### src/hdl/fsr_pkg.sv
// shared constants and types for the first substring remover
package fsr_pkg;

  localparam int CHAR_W    = 8;
  localparam int PATTERN_W = 64;
  localparam int LEN_W     = 4;
  localparam int ADDR_W    = 4;
  localparam int DATA_W    = 64;

  // register index, taken from paddr[3] (8-byte register spacing)
  typedef enum logic {
    REG_PATTERN_BYTES  = 1'b0,
    REG_PATTERN_LENGTH = 1'b1
  } reg_index_t;

  typedef struct packed {
    logic [CHAR_W-1:0] out_char;
    logic              out_valid;
    logic              out_last;
  } result_t;

endpackage

### src/hdl/fsr_if.sv
// valid/ready channels for the character stream and the result stream
interface fsr_char_if;
  logic                      valid;
  logic                      ready;
  logic [fsr_pkg::CHAR_W-1:0] char_value;
  logic                      is_last;

  modport source (output valid, output char_value, output is_last, input ready);
  modport sink (input valid, input char_value, input is_last, output ready);
endinterface

interface fsr_result_if;
  logic                      valid;
  logic                      ready;
  logic [fsr_pkg::CHAR_W-1:0] out_char;
  logic                      out_valid;
  logic                      out_last;

  modport source (output valid, output out_char, output out_valid, output out_last,
                  input ready);
  modport sink (input valid, input out_char, input out_valid, input out_last,
                output ready);
endinterface

### src/hdl/first_substring_remover.sv
// top level: window cell chain, emit control and output register
//
//  channel  | role   | payload                          | accepted when
//  ---------+--------+----------------------------------+-------------------------
//  chars    | sink   | char_value[7:0], is_last         | chars.valid & chars.ready
//  result   | source | out_char[7:0], out_valid, out_last | result.valid & result.ready
//  apb      | slave  | 64-bit registers at 0x0 and 0x8  | psel & penable & pwrite
//
// one character per cycle while each character releases at most one result.
// a character that releases more than one result (end-of-string flush or a shortened
// pattern length) holds off input until the rest are out: the emit path reads one
// window cell per cycle while the output slot is free. a result sits in the output
// register, and input keeps flowing when that register is taken in the same cycle.
// synchronous reset empties the window and the output register; no clearing pass.
module first_substring_remover #(
  parameter int MAX_PATTERN = 8
) (
  input  logic                       clk,
  input  logic                       rst,
  input  logic                       psel,
  input  logic                       penable,
  input  logic                       pwrite,
  input  logic [fsr_pkg::ADDR_W-1:0] paddr,
  input  logic [fsr_pkg::DATA_W-1:0] pwdata,
  output logic [fsr_pkg::DATA_W-1:0] prdata,
  output logic                       pready,
  fsr_char_if.sink                   chars,
  fsr_result_if.source               result
);

  localparam int FW = $clog2(MAX_PATTERN + 1);

  logic [FW-1:0]              len_used;
  logic [fsr_pkg::CHAR_W-1:0] cell_pat [MAX_PATTERN];
  logic [MAX_PATTERN-1:0]     cell_use;
  logic [fsr_pkg::CHAR_W-1:0] hold [MAX_PATTERN];
  logic [MAX_PATTERN-1:0]     hit;

  logic [FW-1:0] fill, fill_next;
  logic [FW-1:0] pend, pend_next;
  logic          match_done, match_done_next;
  logic          tail_clr, tail_clr_next;
  logic          tail_last, tail_last_next;

  logic [FW-1:0]              fill_inc;
  logic [FW-1:0]              emit_cnt;
  logic                       clr;
  logic                       active;
  logic                       match;
  logic                       accept;
  logic                       slot_free;
  logic                       drain;
  logic                       load;
  logic [fsr_pkg::CHAR_W-1:0] emit_char;
  fsr_pkg::result_t           item;
  fsr_pkg::result_t           oreg;
  logic                       oreg_valid;

  fsr_cfg #(.MAX_PATTERN(MAX_PATTERN)) u_cfg (
    .clk      (clk),
    .rst      (rst),
    .psel     (psel),
    .penable  (penable),
    .pwrite   (pwrite),
    .paddr    (paddr),
    .pwdata   (pwdata),
    .prdata   (prdata),
    .pready   (pready),
    .len_used (len_used),
    .cell_pat (cell_pat),
    .cell_use (cell_use)
  );

  // newest character enters cell 0
  for (genvar j = 0; j < MAX_PATTERN; j++) begin : g_cell
    if (j == 0) begin : g_head
      fsr_cell u_cell (
        .clk    (clk),
        .shift  (accept),
        .din    (chars.char_value),
        .pat    (cell_pat[j]),
        .in_use (cell_use[j]),
        .q      (hold[j]),
        .hit    (hit[j])
      );
    end else begin : g_body
      fsr_cell u_cell (
        .clk    (clk),
        .shift  (accept),
        .din    (hold[j-1]),
        .pat    (cell_pat[j]),
        .in_use (cell_use[j]),
        .q      (hold[j]),
        .hit    (hit[j])
      );
    end
  end

  assign slot_free   = !oreg_valid || result.ready;
  assign chars.ready = (pend == '0) && slot_free;
  assign accept      = chars.valid && chars.ready;
  assign drain       = (pend != '0) && slot_free;

  assign fill_inc = fill + FW'(1);
  assign active   = !match_done && (len_used != '0);
  assign match    = (&hit) && (fill_inc >= len_used);

  // how many of the oldest characters leave the window on this transfer
  always_comb begin
    emit_cnt = fill_inc;
    clr      = 1'b0;
    if (active) begin
      if (fill_inc < len_used) begin
        emit_cnt = '0;
      end else if (match) begin
        emit_cnt = fill_inc - len_used;
        clr      = 1'b1;
      end else begin
        emit_cnt = fill_inc - len_used + FW'(1);
      end
    end
    if (chars.is_last && !clr) begin
      emit_cnt = fill_inc;
    end
  end

  // oldest live character: before the shift it sits at fill-1, or is the new one
  always_comb begin
    emit_char = chars.char_value;
    for (int j = 0; j < MAX_PATTERN; j++) begin
      if (fill == FW'(j + 1)) emit_char = hold[j];
    end
  end

  always_comb begin
    fill_next       = fill;
    pend_next       = pend;
    match_done_next = match_done;
    tail_clr_next   = tail_clr;
    tail_last_next  = tail_last;
    load            = 1'b0;
    item            = '{out_char: emit_char, out_valid: 1'b1, out_last: 1'b0};
    if (accept) begin
      match_done_next = chars.is_last ? 1'b0 : (match_done || (active && match));
      tail_clr_next   = clr || chars.is_last;
      tail_last_next  = chars.is_last;
      if (emit_cnt != '0) begin
        load          = 1'b1;
        item.out_last = chars.is_last && (emit_cnt == FW'(1));
        pend_next     = emit_cnt - FW'(1);
        if ((emit_cnt == FW'(1)) && (clr || chars.is_last)) fill_next = '0;
        else                                                fill_next = fill;
      end else begin
        pend_next = '0;
        fill_next = (clr || chars.is_last) ? '0 : fill_inc;
        if (chars.is_last) begin
          load = 1'b1;
          item = '{out_char: '0, out_valid: 1'b0, out_last: 1'b1};
        end
      end
    end else if (drain) begin
      load          = 1'b1;
      item.out_last = (pend == FW'(1)) && tail_last;
      pend_next     = pend - FW'(1);
      fill_next     = ((pend == FW'(1)) && tail_clr) ? '0 : fill - FW'(1);
    end
  end

  always_ff @(posedge clk) begin
    if (rst) begin
      fill       <= '0;
      pend       <= '0;
      match_done <= 1'b0;
      tail_clr   <= 1'b0;
      tail_last  <= 1'b0;
      oreg_valid <= 1'b0;
    end else begin
      fill       <= fill_next;
      pend       <= pend_next;
      match_done <= match_done_next;
      tail_clr   <= tail_clr_next;
      tail_last  <= tail_last_next;
      if (load)              oreg_valid <= 1'b1;
      else if (result.ready) oreg_valid <= 1'b0;
    end
  end

  always_ff @(posedge clk) begin
    if (load) begin
      oreg <= item;
    end
  end

  assign result.valid     = oreg_valid;
  assign result.out_char  = oreg.out_char;
  assign result.out_valid = oreg.out_valid;
  assign result.out_last  = oreg.out_last;

endmodule

### src/hdl/fsr_cfg.sv
// configuration registers and per-cell pattern alignment
module fsr_cfg #(
  parameter int MAX_PATTERN = 8
) (
  input  logic                         clk,
  input  logic                         rst,
  input  logic                         psel,
  input  logic                         penable,
  input  logic                         pwrite,
  input  logic [fsr_pkg::ADDR_W-1:0]   paddr,
  input  logic [fsr_pkg::DATA_W-1:0]   pwdata,
  output logic [fsr_pkg::DATA_W-1:0]   prdata,
  output logic                         pready,
  output logic [$clog2(MAX_PATTERN+1)-1:0] len_used,
  output logic [fsr_pkg::CHAR_W-1:0]   cell_pat [MAX_PATTERN],
  output logic [MAX_PATTERN-1:0]       cell_use
);

  localparam int FW = $clog2(MAX_PATTERN + 1);

  logic [fsr_pkg::PATTERN_W-1:0] pattern_bytes;
  logic [fsr_pkg::LEN_W-1:0]     pattern_length;
  logic                          wr;
  fsr_pkg::reg_index_t           idx;

  assign pready = 1'b1;
  assign wr     = psel && penable && pwrite;
  assign idx    = fsr_pkg::reg_index_t'(paddr[3]);

  always_ff @(posedge clk) begin
    if (rst) begin
      pattern_bytes  <= '0;
      pattern_length <= '0;
    end else if (wr) begin
      unique case (idx)
        fsr_pkg::REG_PATTERN_BYTES:  pattern_bytes  <= pwdata[fsr_pkg::PATTERN_W-1:0];
        fsr_pkg::REG_PATTERN_LENGTH: pattern_length <= pwdata[fsr_pkg::LEN_W-1:0];
        default: ;
      endcase
    end
  end

  always_comb begin
    unique case (idx)
      fsr_pkg::REG_PATTERN_BYTES:  prdata = pattern_bytes;
      fsr_pkg::REG_PATTERN_LENGTH: prdata = {{(fsr_pkg::DATA_W-fsr_pkg::LEN_W){1'b0}},
                                             pattern_length};
      default:                     prdata = '0;
    endcase
  end

  // lengths beyond the cell count saturate
  always_comb begin
    if (int'(pattern_length) > MAX_PATTERN) len_used = FW'(MAX_PATTERN);
    else                                    len_used = FW'(pattern_length);
  end

  // cell j holds the j-th newest character, so it meets pattern byte len-1-j
  always_comb begin
    for (int j = 0; j < MAX_PATTERN; j++) begin
      cell_use[j] = (j < int'(len_used));
      cell_pat[j] = '0;
      for (int k = 0; k < MAX_PATTERN; k++) begin
        if (int'(len_used) == j + k + 1) begin
          cell_pat[j] = pattern_bytes[fsr_pkg::CHAR_W*k +: fsr_pkg::CHAR_W];
        end
      end
    end
  end

endmodule

### src/hdl/fsr_cell.sv
// one window cell: holds a character, shifts it on, compares the incoming one
module fsr_cell (
  input  logic                       clk,
  input  logic                       shift,
  input  logic [fsr_pkg::CHAR_W-1:0] din,
  input  logic [fsr_pkg::CHAR_W-1:0] pat,
  input  logic                       in_use,
  output logic [fsr_pkg::CHAR_W-1:0] q,
  output logic                       hit
);

  always_ff @(posedge clk) begin
    if (shift) begin
      q <= din;
    end
  end

  // compare is taken on the value that enters with this transfer
  assign hit = !in_use || (din == pat);

endmodule

### src/flat_wrapper.sv
// flat-port wrapper written by rule: the top's interface ports become plain ports
module first_substring_remover_flat 
#(
  parameter int MAX_PATTERN = 8
)
  (clk, rst, psel, penable, pwrite, paddr, pwdata, prdata, pready, chars_valid, chars_char_value, chars_is_last, chars_ready, result_valid, result_out_char, result_out_valid, result_out_last, result_ready);
  fsr_char_if chars_i ();
  fsr_result_if result_i ();
  input  logic clk;
  input  logic rst;
  input  logic psel;
  input  logic penable;
  input  logic pwrite;
  input  logic [fsr_pkg::ADDR_W-1:0] paddr;
  input  logic [fsr_pkg::DATA_W-1:0] pwdata;
  output logic [fsr_pkg::DATA_W-1:0] prdata;
  output logic pready;
  input wire logic [$bits(chars_i.valid)-1:0] chars_valid;
  input wire logic [$bits(chars_i.char_value)-1:0] chars_char_value;
  input wire logic [$bits(chars_i.is_last)-1:0] chars_is_last;
  output wire logic [$bits(chars_i.ready)-1:0] chars_ready;
  output wire logic [$bits(result_i.valid)-1:0] result_valid;
  output wire logic [$bits(result_i.out_char)-1:0] result_out_char;
  output wire logic [$bits(result_i.out_valid)-1:0] result_out_valid;
  output wire logic [$bits(result_i.out_last)-1:0] result_out_last;
  input wire logic [$bits(result_i.ready)-1:0] result_ready;
  assign chars_i.valid = chars_valid;
  assign chars_i.char_value = chars_char_value;
  assign chars_i.is_last = chars_is_last;
  assign chars_ready = chars_i.ready;
  assign result_valid = result_i.valid;
  assign result_out_char = result_i.out_char;
  assign result_out_valid = result_i.out_valid;
  assign result_out_last = result_i.out_last;
  assign result_i.ready = result_ready;
  first_substring_remover #(.MAX_PATTERN(MAX_PATTERN)) u_core (.clk(clk), .rst(rst), .psel(psel), .penable(penable), .pwrite(pwrite), .paddr(paddr), .pwdata(pwdata), .prdata(prdata), .pready(pready), .chars(chars_i), .result(result_i));
endmodule
### config.mk
export PLATFORM = sky130hd
export DESIGN_NAME = first_substring_remover_flat
export DESIGN_NICKNAME = d
export VERILOG_FILES = /design/src/hdl/fsr_pkg.sv /design/src/hdl/fsr_if.sv /design/src/hdl/first_substring_remover.sv /design/src/hdl/fsr_cfg.sv /design/src/hdl/fsr_cell.sv /design/src/flat_wrapper.sv
export SDC_FILE = /design/constraint.sdc
export NUM_CORES = 1
export LEC_CHECK = 0
export ABC_AREA = 1
export BUFFER_PORTS_ARGS = -buffer_cell sky130_fd_sc_hd__buf_2
export CORE_MARGIN = 2
export CORE_UTILIZATION = 38
export CTS_CLUSTER_SIZE = 12
export DETAILED_ROUTE_END_ITERATION = 10
export GPL_TIMING_DRIVEN = 0
export MAX_ROUTING_LAYER = met4
export SETUP_SLACK_MARGIN = 0.5
export SYNTH_ARGS = -nofsm -noshare
export SYNTH_HDL_FRONTEND = slang
export SYNTH_SLANG_ARGS = --single-unit
### constraint.sdc
create_clock -name clk -period 9.2 [get_ports clk]
set_clock_uncertainty 0.2 [all_clocks]
set_input_delay 0.46 -clock clk [delete_from_list [all_inputs] [get_ports clk]]
set_output_delay 0.46 -clock clk [all_outputs]
set_load 0.005 [all_outputs]
==> results of run 1 <==
==> where the power goes <==
group / internal (mW) / switching (mW) / total, mW
Clock: 0.372 / 0.339 / 0.711
Sequential: 0.881 / 0.0883 / 0.970
Combinational: 0.307 / 0.603 / 0.911
==> final timing paths <==
kind | endpoint | startpoint | slack (ns) | cells past startpoint
worst min-delay path | u_core.pend[1] | rst | 0.04 | 2
worst min register to register | u_core.tail_last | u_core.tail_last | 0.27 | 2
worst max register to register | u_core.result.out_char[4] | u_core.u_cfg.pattern_length[0] | 4.17 | 23
worst max-delay path | u_core.result.out_char[4] | u_core.u_cfg.pattern_length[0] | 4.17 | 23
==> area by class of cell <==
cell class / instances / area (sq um) / share of cell area [%]
multi-input cells: 1170 / 5483 / 45.22
clock buffers: 17 / 425.4 / 3.509
repair buffers: 156 / 795.8 / 6.563
plain buffers: 81 / 344.1 / 2.838
inverters: 180 / 676.9 / 5.583
well taps: 341 / 426.7 / 3.519
flip-flops and latches: 154 / 3824 / 31.54
clock inverters: 15 / 148.9 / 1.228
==> state kept, by name (all words and copies together), names as in the netlist <==
signal                         cells
u_core.tail_clr                    1
u_core.u_cfg.pattern_bytes        64
u_core.tail_last                   1
u_core.g_cell.g_body.u_cell.q     56
u_core.fill                        4
u_core.result.out_valid            1
u_core.u_cfg.pattern_length        4
u_core.match_done                  1
u_core.pend                        4
u_core.result.out_last             1
u_core.g_cell.g_head.u_cell.q      8
u_core.result.valid                1
u_core.result.out_char             8
==> logic make-up after synthesis <==
family | after synthesis | share of synthesized area (%)
flops | 154 | 37.03
xor+xnor | 20 | 1.696
fa+ha+maj | 12 | 1.527
other cells | 1 | 0.03632
compound gates | 315 | 16.41
buf+inv | 261 | 9.875
simple gates | 822 | 33.43
==> routing by layer <==
metal  track usage [%]  vias to the layer above  part of all wire, %
met5                 -                        -                    0
met4             15.03                        0                  5.2
met3             4.536                      122                  6.7
met2             50.52                      471                   48
met1             36.54                     5326                   41
li1                  -                     5540                    -
==> cell usage after synthesis <==
master	number	area (sq um)
nand2_1	460	1727
nor2_1	177	664.4
inv_1	171	641.9
o21ai_0	139	695.7
a21oi_1	125	625.6
nand3_1	109	545.5
dfxtp_1	80	1602
edfxtp_1	74	2222
clkbuf_1	50	187.7
nand4_1	46	287.8
o211ai_1	29	217.7
buf_2	20	100.1
xor2_1	13	113.9
ha_1	11	137.6
buf_1	8	30.03
inv_2	7	26.28
o21ai_1	7	35.03
xnor2_1	7	61.31
nand3b_1	6	45.04
nand3_2	5	50.05
nor3_1	5	25.02
nand2_2	4	25.02
nor2_2	4	25.02
nor2_4	4	45.04
o22ai_1	4	25.02
a22oi_1	2	15.01
buf_4	2	15.01
clkinv_1	2	7.510
a211oi_1	1	7.510
a31oi_1	1	6.260
and2_1	1	6.260
buf_6	1	11.26
conb_1	1	3.750
fa_1	1	20.02
o21a_1	1	7.510
o21ai_2	1	8.760
o21ai_4	1	16.27
o2bb2ai_1	1	8.760
o311ai_0	1	8.760
o31ai_1	1	7.510
o41ai_1	1	8.760
or2_2	1	6.260
==> stage by stage <==
| stage | std cells | utilization [%] | instance area, sq um | hold slack [ns] |
|---|---|---|---|---|
| floorplan | 1585 | - | 10330 | 0.2399 |
| global placement | 2081 | 43.02 | 11530 | 0.2543 |
| detailed placement | 2082 | 43.10 | 11550 | 0.2615 |
| CTS | 2114 | 45.24 | 12120 | 0.03485 |
| global route | 2114 | 45.24 | 12120 | 0.05265 |
| finish | 2114 | 45.24 | 12120 | 0.03806 |
==> impl_metrics.env, run 1 <==
export IMPL_min_path_type="in2reg"
export IMPL_arrival_ns=4.92
export IMPL_p_leak_nw=5.338
export IMPL_yosys_warnings=0
export IMPL_slowest_delay_ns=0.57
export IMPL_grt_pass1_vias=10920
export IMPL_endpoint_kind="register"
export IMPL_viasPerCell=5.421
export IMPL_final_hold_viol_count=0
export IMPL_period_needed_ns=5.032
export IMPL_peakVddDrop_mv=0.1082
export IMPL_cts_buffer_depth=2
export IMPL_fp_row_count=60
export IMPL_drv_slew=0
export IMPL_cts_resized_gates=0
export IMPL_fin_ws_ns=4.168
export IMPL_syn_area_sq_um=10330
export IMPL_pwr_density_cell_nw_per_um2=213.7
export IMPL_vias=11460
export IMPL_worstPathMaxFanout=10
export IMPL_postRouteAntennaNets=0
export IMPL_final_common_cell="nand2_1"
export IMPL_io_buffers=155
export IMPL_final_cell_mix="nand2_1, nor2_1, buf_2"
export IMPL_ctsHoldBuffers=0
export IMPL_crit_top_cell="nand2_1"
export IMPL_fmax_mhz=198.7
export IMPL_setup_violations_final=0
export IMPL_gp_congestion=0.9817
export IMPL_crit_type="reg2reg"
export IMPL_critPathLaunchType="register"
export IMPL_grt_usage_pct=30.56
export IMPL_die_area_sq_um=28510
export IMPL_maxCapViolCount=0
export IMPL_synth_cell_type_count=42
export IMPL_cts_repair_timing_setup_buffer_count=0
export IMPL_dp_slack_ns=4.230
export IMPL_clock_latency_ns=0.44
export IMPL_routedWlPerCell_um=20.14
export IMPL_fin_setup_tns_ns=0
export IMPL_outcome="finished, final reports clean"
export IMPL_die_y_um=168.8
export IMPL_nFillCells=2860
export IMPL_path_clk_slew_ns=0.08
export IMPL_antenna_found_initial=0
export IMPL_drt_iter0_markers=1052
export IMPL_timing_final_crit_share_pct=54.70
export IMPL_dpl_hpwl_um=33700
export IMPL_grt_pass1_wl_um=63770
export IMPL_seq_area_frac_synth_pct=37.03
export IMPL_drcViolationCount=0
export IMPL_mappedNetlistNets=1681
export IMPL_nets=1856
export IMPL_path_buf_inv=4
export IMPL_cts_sinks=154
export IMPL_core_area_sq_um=26800
export IMPL_critical_path_required_ns=9.09
export IMPL_syn_inst=1585
export IMPL_cts_tree="done"
export IMPL_worst_pin_slew_ns=0.8232
export IMPL_grt_overflow_total=0
export IMPL_syn2layout_area_growth_pct=17.41
export IMPL_cts_buffers=17
export IMPL_io_pins=161
export IMPL_ys_seq_elements=154
export IMPL_h_tree_depth=4
export IMPL_first_pass_iters=6
export IMPL_critPathTopFamily="simple AND/OR/NAND/NOR gates"
export IMPL_avgSynthCellArea_sq_um=6.515
export IMPL_p_total_mw=2.592
export IMPL_die_w_um=168.8
export IMPL_rsz0062_at_grt="false"
export IMPL_start_util_pct=38.53
export IMPL_crit_path_top_delay_cell="buf_1"
export IMPL_maxSlewHeadroom_pct=45.12
export IMPL_grt_max_degree=41
export IMPL_root_buffer="clkbuf_16"
export IMPL_crit_path_cell_trace="buf_1, nand2_2, inv_2, buf_2, nand2_1, nand4_1, nand2_1, nand2_1, nand2_1, nor2_1, nand2_1, nor2_1, nor2_1, nor2_4, nand3_2, nand2_2, inv_2, nand2_1, nand2_1, nor2_4, a21oi_1, nor2_1, nand2_1"
export IMPL_drive_gt1_share_pct=13.48
export IMPL_wl_um=42580
export IMPL_n_antenna_cell=0
(Power assumes the default switching activity.)
==> run 2, diff against run 1 <==
--- a/config.mk
+++ b/config.mk
@@ -5,7 +5,7 @@
 export SDC_FILE = /design/constraint.sdc
 export NUM_CORES = 1
 export LEC_CHECK = 0
-export ABC_AREA = 1
+export ABC_AREA = 0
 export BUFFER_PORTS_ARGS = -buffer_cell sky130_fd_sc_hd__buf_2
 export CORE_MARGIN = 2
 export CORE_UTILIZATION = 38
==> constraint.sdc (replaced) <==
create_clock -name clk -period 5.1 [get_ports clk]
set_clock_uncertainty 0.2 [all_clocks]
set_input_delay 0.255 -clock clk [delete_from_list [all_inputs] [get_ports clk]]
set_output_delay 0.255 -clock clk [all_outputs]
set_load 0.005 [all_outputs]
==> run 2 against run 1 <==
Compared with the run above: global-route usage increased by 5.1 points; total power increased by 92%; synthesized cell count decreased by 16%; non-clock buffer count increased by 126; critical path type unchanged; largest cell class unchanged.
==> impl_metrics.env, run 2 <==
export IMPL_drive_gt1_share_pct=23.15
export IMPL_outcome="finished, final reports clean"
export IMPL_maxSlewHeadroom_pct=22.42
export IMPL_path_clk_slew_ns=0.07
export IMPL_syn2layout_area_growth_pct=31.02
export IMPL_ys_seq_elements=154
export IMPL_crit_type="reg2reg"
export IMPL_fin_ws_ns=0.2012
export IMPL_avgSynthCellArea_sq_um=8.286
export IMPL_antenna_found_initial=0
export IMPL_fin_util_pct=50.43
export IMPL_yosysTopAreaCell="edfxtp_1"
export IMPL_cts_tree="done"
export IMPL_min_path_type="in2reg"
export IMPL_synth_edf_count=74
export IMPL_die_y_um=174.0
export IMPL_ys_top_cells_by_area="edfxtp_1, dfxtp_1, nand2_1"
export IMPL_critical_path_required_ns=5.28
export IMPL_grt_pass1_vias=11700
export IMPL_gp_congestion=1.016
export IMPL_die_area_sq_um=30290
export IMPL_endpoint_kind="register"
export IMPL_period_needed_ns=4.899
export IMPL_final_hold_viol_count=0
export IMPL_drt_iter0_markers=1547
export IMPL_final_common_cell="nand2_1"
export IMPL_ys_top_cells_by_count="nand2_1, a21oi_1, nor2_1"
export IMPL_yosys_warnings=0
export IMPL_peakVddDrop_mv=0.2224
export IMPL_nets=1694
export IMPL_synth_flop_cell="dfxtp_1"
export IMPL_clock_latency_ns=0.45
export IMPL_syn_area_sq_um=10990
export IMPL_mappedNetlistNets=1422
export IMPL_setup_violations_final=0
export IMPL_timing_final_crit_share_pct=96.06
export IMPL_wl_um=53410
export IMPL_pwr_density_cell_nw_per_um2=344.8
export IMPL_p_total_mw=4.963
export IMPL_maxCapViolCount=0
export IMPL_worstPathMaxFanout=10
export IMPL_start_util_pct=38.49
export IMPL_core_area_sq_um=28550
export IMPL_cts_sinks=154
export IMPL_drcViolationCount=0
export IMPL_timing_hold_ws_ns=0.1178
export IMPL_arrival_ns=5.08
export IMPL_final_cells=1995
export IMPL_io_pins=161
export IMPL_grt_usage_pct=35.66
export IMPL_first_pass_iters=7
export IMPL_drv_slew=0
export IMPL_dpl_hpwl_um=39000
export IMPL_root_buffer="clkbuf_16"
export IMPL_dp_slack_ns=-1.066
export IMPL_dp_cells=1865
export IMPL_grt_pass1_wl_um=76790
export IMPL_seq_area_frac_synth_pct=34.80
export IMPL_reg2reg_slack_ns=0.20
export IMPL_h_tree_depth=4
export IMPL_n_antenna_cell=0
export IMPL_postRouteAntennaNets=0
export IMPL_fp_row_count=62
export IMPL_routedWlPerCell_um=26.77
export IMPL_final_cell_mix="nand2_1, buf_2, a21oi_1"
export IMPL_viasPerCell=6.115
export IMPL_io_buffers=154
export IMPL_cts_buffers=17
export IMPL_rsz0062_at_grt="true"
export IMPL_grt_overflow_total=0
export IMPL_worst_pin_slew_ns=1.164
export IMPL_synth_cell_type_count=92
export IMPL_critPathLaunchType="register"
export IMPL_yosysMostFrequentCell="nand2_1"
export IMPL_fmax_mhz=204.1
export IMPL_top_register="u_core.u_cfg.pattern_bytes"
export IMPL_async_flop_share_pct=0
export IMPL_vias=12200
export IMPL_cts_buffer_depth=2
export IMPL_grt_max_degree=43
export IMPL_die_w_um=174.0
export IMPL_syn_inst=1326
export IMPL_largest_reg_flops=64
export IMPL_largestRegisters="u_core.u_cfg.pattern_bytes x64, u_core.g_cell.g_body.u_cell.q x56"
export IMPL_p_leak_nw=5.549
export IMPL_synth_top_cell_area_share_pct=20.23
run 2: changes by cell type after synthesis, moves of 62 or more:
cell | previous run | this run
nor2_1 | 177 | 87
inv_1 | 171 | 31
o21ai_0 | 139 | 37
mux2i_1 | 0 | 62
nand2_1 | 460 | 194
nand3_1 | 109 | 17
nor2b_1 | 0 | 83
run 2: cell type report:
type | instances | area, sq um
buffer | 110 | 656.9
clock buffer | 17 | 425.4
clock inverter | 15 | 158.9
fill | 2775 | 14150
inverter | 33 | 127.6
multi-input combinational | 1029 | 6974
sequential | 154 | 3831
tap | 384 | 480.5
timing repair buffer | 253 | 1740
run 2: repair_timing:
item                                    in CTS  in global routing
hold endpoints to repair                    78                  0
pin swaps                                   28                 13
gates resized for setup                    134                 45
endpoints found under the setup margin      30                 28
buffers inserted                            20                  2
cloned                                       2                  0
hold buffers                                74                  0
run 2: logic make-up (layout without fill, tap and decap cells):
logic type	Yosys count	count (layout)	share of synthesized area, %
other	1	1	0.03413
muxes	75	75	7.220
xor gates and xnor gates	51	51	4.066
and+or+nand+nor	500	500	22.50
adders and majority gates	12	12	1.435
buffers and inverters	143	428	5.421
AOI/OAI and AO/OA	390	390	24.52
DFF	154	154	34.80
run 2: worst paths after layout:
kind	from	end	cells past startpoint
setup reg to reg	u_core.u_cfg.pattern_length[2]	u_core.fill[0]	17
hold reg to reg	u_core.tail_last	u_core.tail_last	2
hold / removal	chars_is_last	u_core.match_done	2
setup / recovery	u_core.u_cfg.pattern_length[2]	u_core.fill[0]	17
run 2: power by group:
group / internal (mW) / leakage, nW / switching [mW]
logic: 0.787 / 3.94 / 1.08
registers: 1.58 / 1.34 / 0.233
clock network: 0.651 / 0.272 / 0.630
run 2: critical path, cell delays in order (launching register included):
cell	delay, ns
dfxtp_2	0.33
buf_6	0.12
and3_4	0.16
buf_8	0.13
buf_6	0.12
buf_2	0.24
and3_1	0.26
a221oi_2	0.31
xnor2_1	0.17
a2111oi_4	0.43
nand4_4	0.18
and2_4	0.21
or3_4	0.40
mux2_4	0.32
or2_4	0.23
or4b_4	0.54
a211o_1	0.29
a21oi_2	0.15
run 2: metrics by stage:
step | TNS (ns) | cell area (sq um)
floorplan | 0 | 10990
detailed placement | -23.54 | 12260
finish | 0 | 14400
global route | 0 | 14400
CTS | 0 | 14200
global placement | -24.57 | 12240
run 2: metal layers:
| layer | routed length [um] | track usage, % |
|---|---|---|
| met5 | 0 | - |
| met4 | 3294 | 20.17 |
| met3 | 4583 | 6.890 |
| met2 | 23590 | 53.95 |
| met1 | 21940 | 44.64 |
==> run 3, diff against run 2 <==
--- a/config.mk
+++ b/config.mk
@@ -5,14 +5,12 @@
 export SDC_FILE = /design/constraint.sdc
 export NUM_CORES = 1
 export LEC_CHECK = 0
-export ABC_AREA = 0
 export BUFFER_PORTS_ARGS = -buffer_cell sky130_fd_sc_hd__buf_2
 export CORE_MARGIN = 2
 export CORE_UTILIZATION = 38
 export CTS_CLUSTER_SIZE = 12
 export DETAILED_ROUTE_END_ITERATION = 10
 export GPL_TIMING_DRIVEN = 0
-export MAX_ROUTING_LAYER = met4
 export SETUP_SLACK_MARGIN = 0.5
 export SYNTH_ARGS = -nofsm -noshare
 export SYNTH_HDL_FRONTEND = slang
==> run 3 against run 2 <==
Compared with the run above: via count rose by 0.11%; critical path type unchanged; largest power group unchanged; first-iteration DRC count fell by 16%; maximum frequency rose by 0.74%; combinational power is 4% higher.
==> impl_metrics.env, run 3 (synthesis gave the netlist of run 2 again) <==
export IMPL_outcome="finished, final reports clean"
export IMPL_drt_iter0_markers=1304
export IMPL_h_tree_depth=4
export IMPL_cts_buffers=17
export IMPL_die_area_sq_um=30290
export IMPL_cts_tree="done"
export IMPL_top_register="u_core.u_cfg.pattern_bytes"
export IMPL_fp_row_count=62
export IMPL_peakVddDrop_mv=0.2128
export IMPL_final_cell_mix="nand2_1, buf_2, a21oi_1"
export IMPL_grt_pass1_wl_um=76600
export IMPL_highest_signal_layer="met4"
export IMPL_r2r_start="u_core.u_cfg.pattern_length[0]"
export IMPL_vias=12210
export IMPL_period_needed_ns=4.863
export IMPL_path_clk_slew_ns=0.08
export IMPL_worst_pin_slew_ns=1.085
export IMPL_drv_slew=0
export IMPL_p_total_mw=5.016
export IMPL_r2r_end="u_core.fill[0]"
export IMPL_routedWlPerCell_um=26.43
export IMPL_syn2layout_area_growth_pct=32.90
export IMPL_nets=1701
export IMPL_fmax_mhz=205.6
export IMPL_crit_start="u_core.u_cfg.pattern_length[0]"
export IMPL_io_buffers=154
export IMPL_largest_reg_flops=64
export IMPL_min_from="chars_is_last"
export IMPL_critPathCapture="u_core.fill[0]"
export IMPL_fin_setup_tns_ns=0
export IMPL_critPathLaunchType="register"
export IMPL_dpl_hpwl_um=38220
export IMPL_cts_buffer_depth=2
export IMPL_reg2reg_slack_ns=0.24
export IMPL_first_pass_iters=6
export IMPL_p_leak_nw=5.620
export IMPL_n_antenna_cell=0
export IMPL_core_area_sq_um=28550
export IMPL_final_common_cell="nand2_1"
export IMPL_wl_met1_um=21590
export IMPL_min_path_type="in2reg"
export IMPL_antenna_found_initial=0
export IMPL_die_w_um=174.0
export IMPL_die_y_um=174.0
export IMPL_start_util_pct=38.49
export IMPL_cts_sinks=154
export IMPL_setup_violations_final=0
export IMPL_arrival_ns=5.04
export IMPL_postRouteAntennaNets=0
export IMPL_wl_met2_um=23710
export IMPL_drcViolationCount=0
export IMPL_timing_final_crit_share_pct=95.35
export IMPL_maxCapViolCount=0
export IMPL_gp_congestion=1.048
export IMPL_largestRegisters="u_core.u_cfg.pattern_bytes x64, u_core.g_cell.g_body.u_cell.q x56"
export IMPL_io_pins=161
export IMPL_root_buffer="clkbuf_16"
export IMPL_pwr_density_cell_nw_per_um2=343.5
export IMPL_maxSlewHeadroom_pct=27.68
export IMPL_clock_latency_ns=0.45
export IMPL_grt_usage_pct=34.26
export IMPL_critical_path_required_ns=5.28
export IMPL_grt_overflow_total=0
export IMPL_wl_um=52900
export IMPL_final_hold_viol_count=0
export IMPL_reg2regPathDepth=17
export IMPL_crit_type="reg2reg"
export IMPL_grt_max_degree=31
export IMPL_dr_wl_met3_um=4962
export IMPL_grt_pass1_vias=11670
export IMPL_endpoint_kind="register"
export IMPL_viasPerCell=6.100
export IMPL_worstPathMaxFanout=10
export IMPL_drive_gt1_share_pct=23.86
export IMPL_timing_hold_ws_ns=0.1016
export IMPL_rsz0062_at_grt="true"
-- run 3: changes by cell type in the layout (fill, tap and decap cells not counted), sizes merged --
cell      change
buf           +6
clkbuf        +1
clkinv        -1
clkinvlp      +1
-- run 3: how the worst min path moves through the flow --
stage | end | depth (start not counted) | slack (ns)
after floorplan | u_core.g_cell[0].g_head.u_cell.q[0] | 0 | 0.15
after global placement | u_core.tail_last | 2 | 0.24
after detailed placement | u_core.tail_last | 2 | 0.25
after CTS | u_core.match_done | 2 | 0.10
after global routing | u_core.match_done | 2 | 0.15
final | u_core.match_done | 2 | 0.10
-- run 3: repair_timing --
action,in CTS,in global routing
endpoints found under the hold margin,78,0
gates cloned,1,0
gates resized for setup,143,67
setup endpoints to repair,30,29
setup buffers,19,10
pin swaps,32,13
hold buffers,74,0
-- run 3: layout make-up --
cell class | instances | area, sq um
fillers | 2775 | 13950
multi-input cells | 1029 | 7052
flip-flops and latches | 154 | 3832
repair buffers | 260 | 1849
plain buffers | 110 | 696.9
well taps | 384 | 480.5
clock buffers | 17 | 425.4
inverters | 33 | 133.9
clock inverters | 15 | 131.4
-- run 3: through the flow --
stage	utilization (%)	instance area (sq um)	worst slack (ns)	std cells
2_1_floorplan	-	10990	0.5884	1326
3_3_place_gp	42.87	12240	-1.085	1864
3_5_place_dp	43.04	12290	-1.075	1866
4_1_cts	50.02	14280	0.3562	1992
5_1_grt	51.15	14600	0.1175	2002
6_report	51.15	14600	0.2372	2002
-- run 3: worst max-delay path: stages (launching register included) --
cell and delay [ns]:
dfxtp_1 0.34, buf_4 0.24, buf_6 0.22, buf_6 0.20, buf_6 0.20, nand2_1 0.08
o21ai_0 0.24, o221ai_1 0.25, xor2_1 0.20, o211a_1 0.21, nand4_2 0.18, a311oi_1 0.35
o211ai_1 0.19, or3_4 0.38, a22o_4 0.29, or4b_4 0.57, a211o_1 0.29, a21oi_2 0.13
-- run 3: layer usage --
layer  global-route usage (%)  vias to the layer above
met3                    6.759                      173
li1                         -                     5441
met2                    55.26                      757
met1                    44.51                     5842
met4                    15.27                        0
met5                        0                        -
-- run 3: where the power goes --
part | internal (mW) | leakage [nW] | switching, mW
Combinational | 0.850 | 4.02 | 1.08
Sequential | 1.58 | 1.34 | 0.234
Clock | 0.640 | 0.261 | 0.631
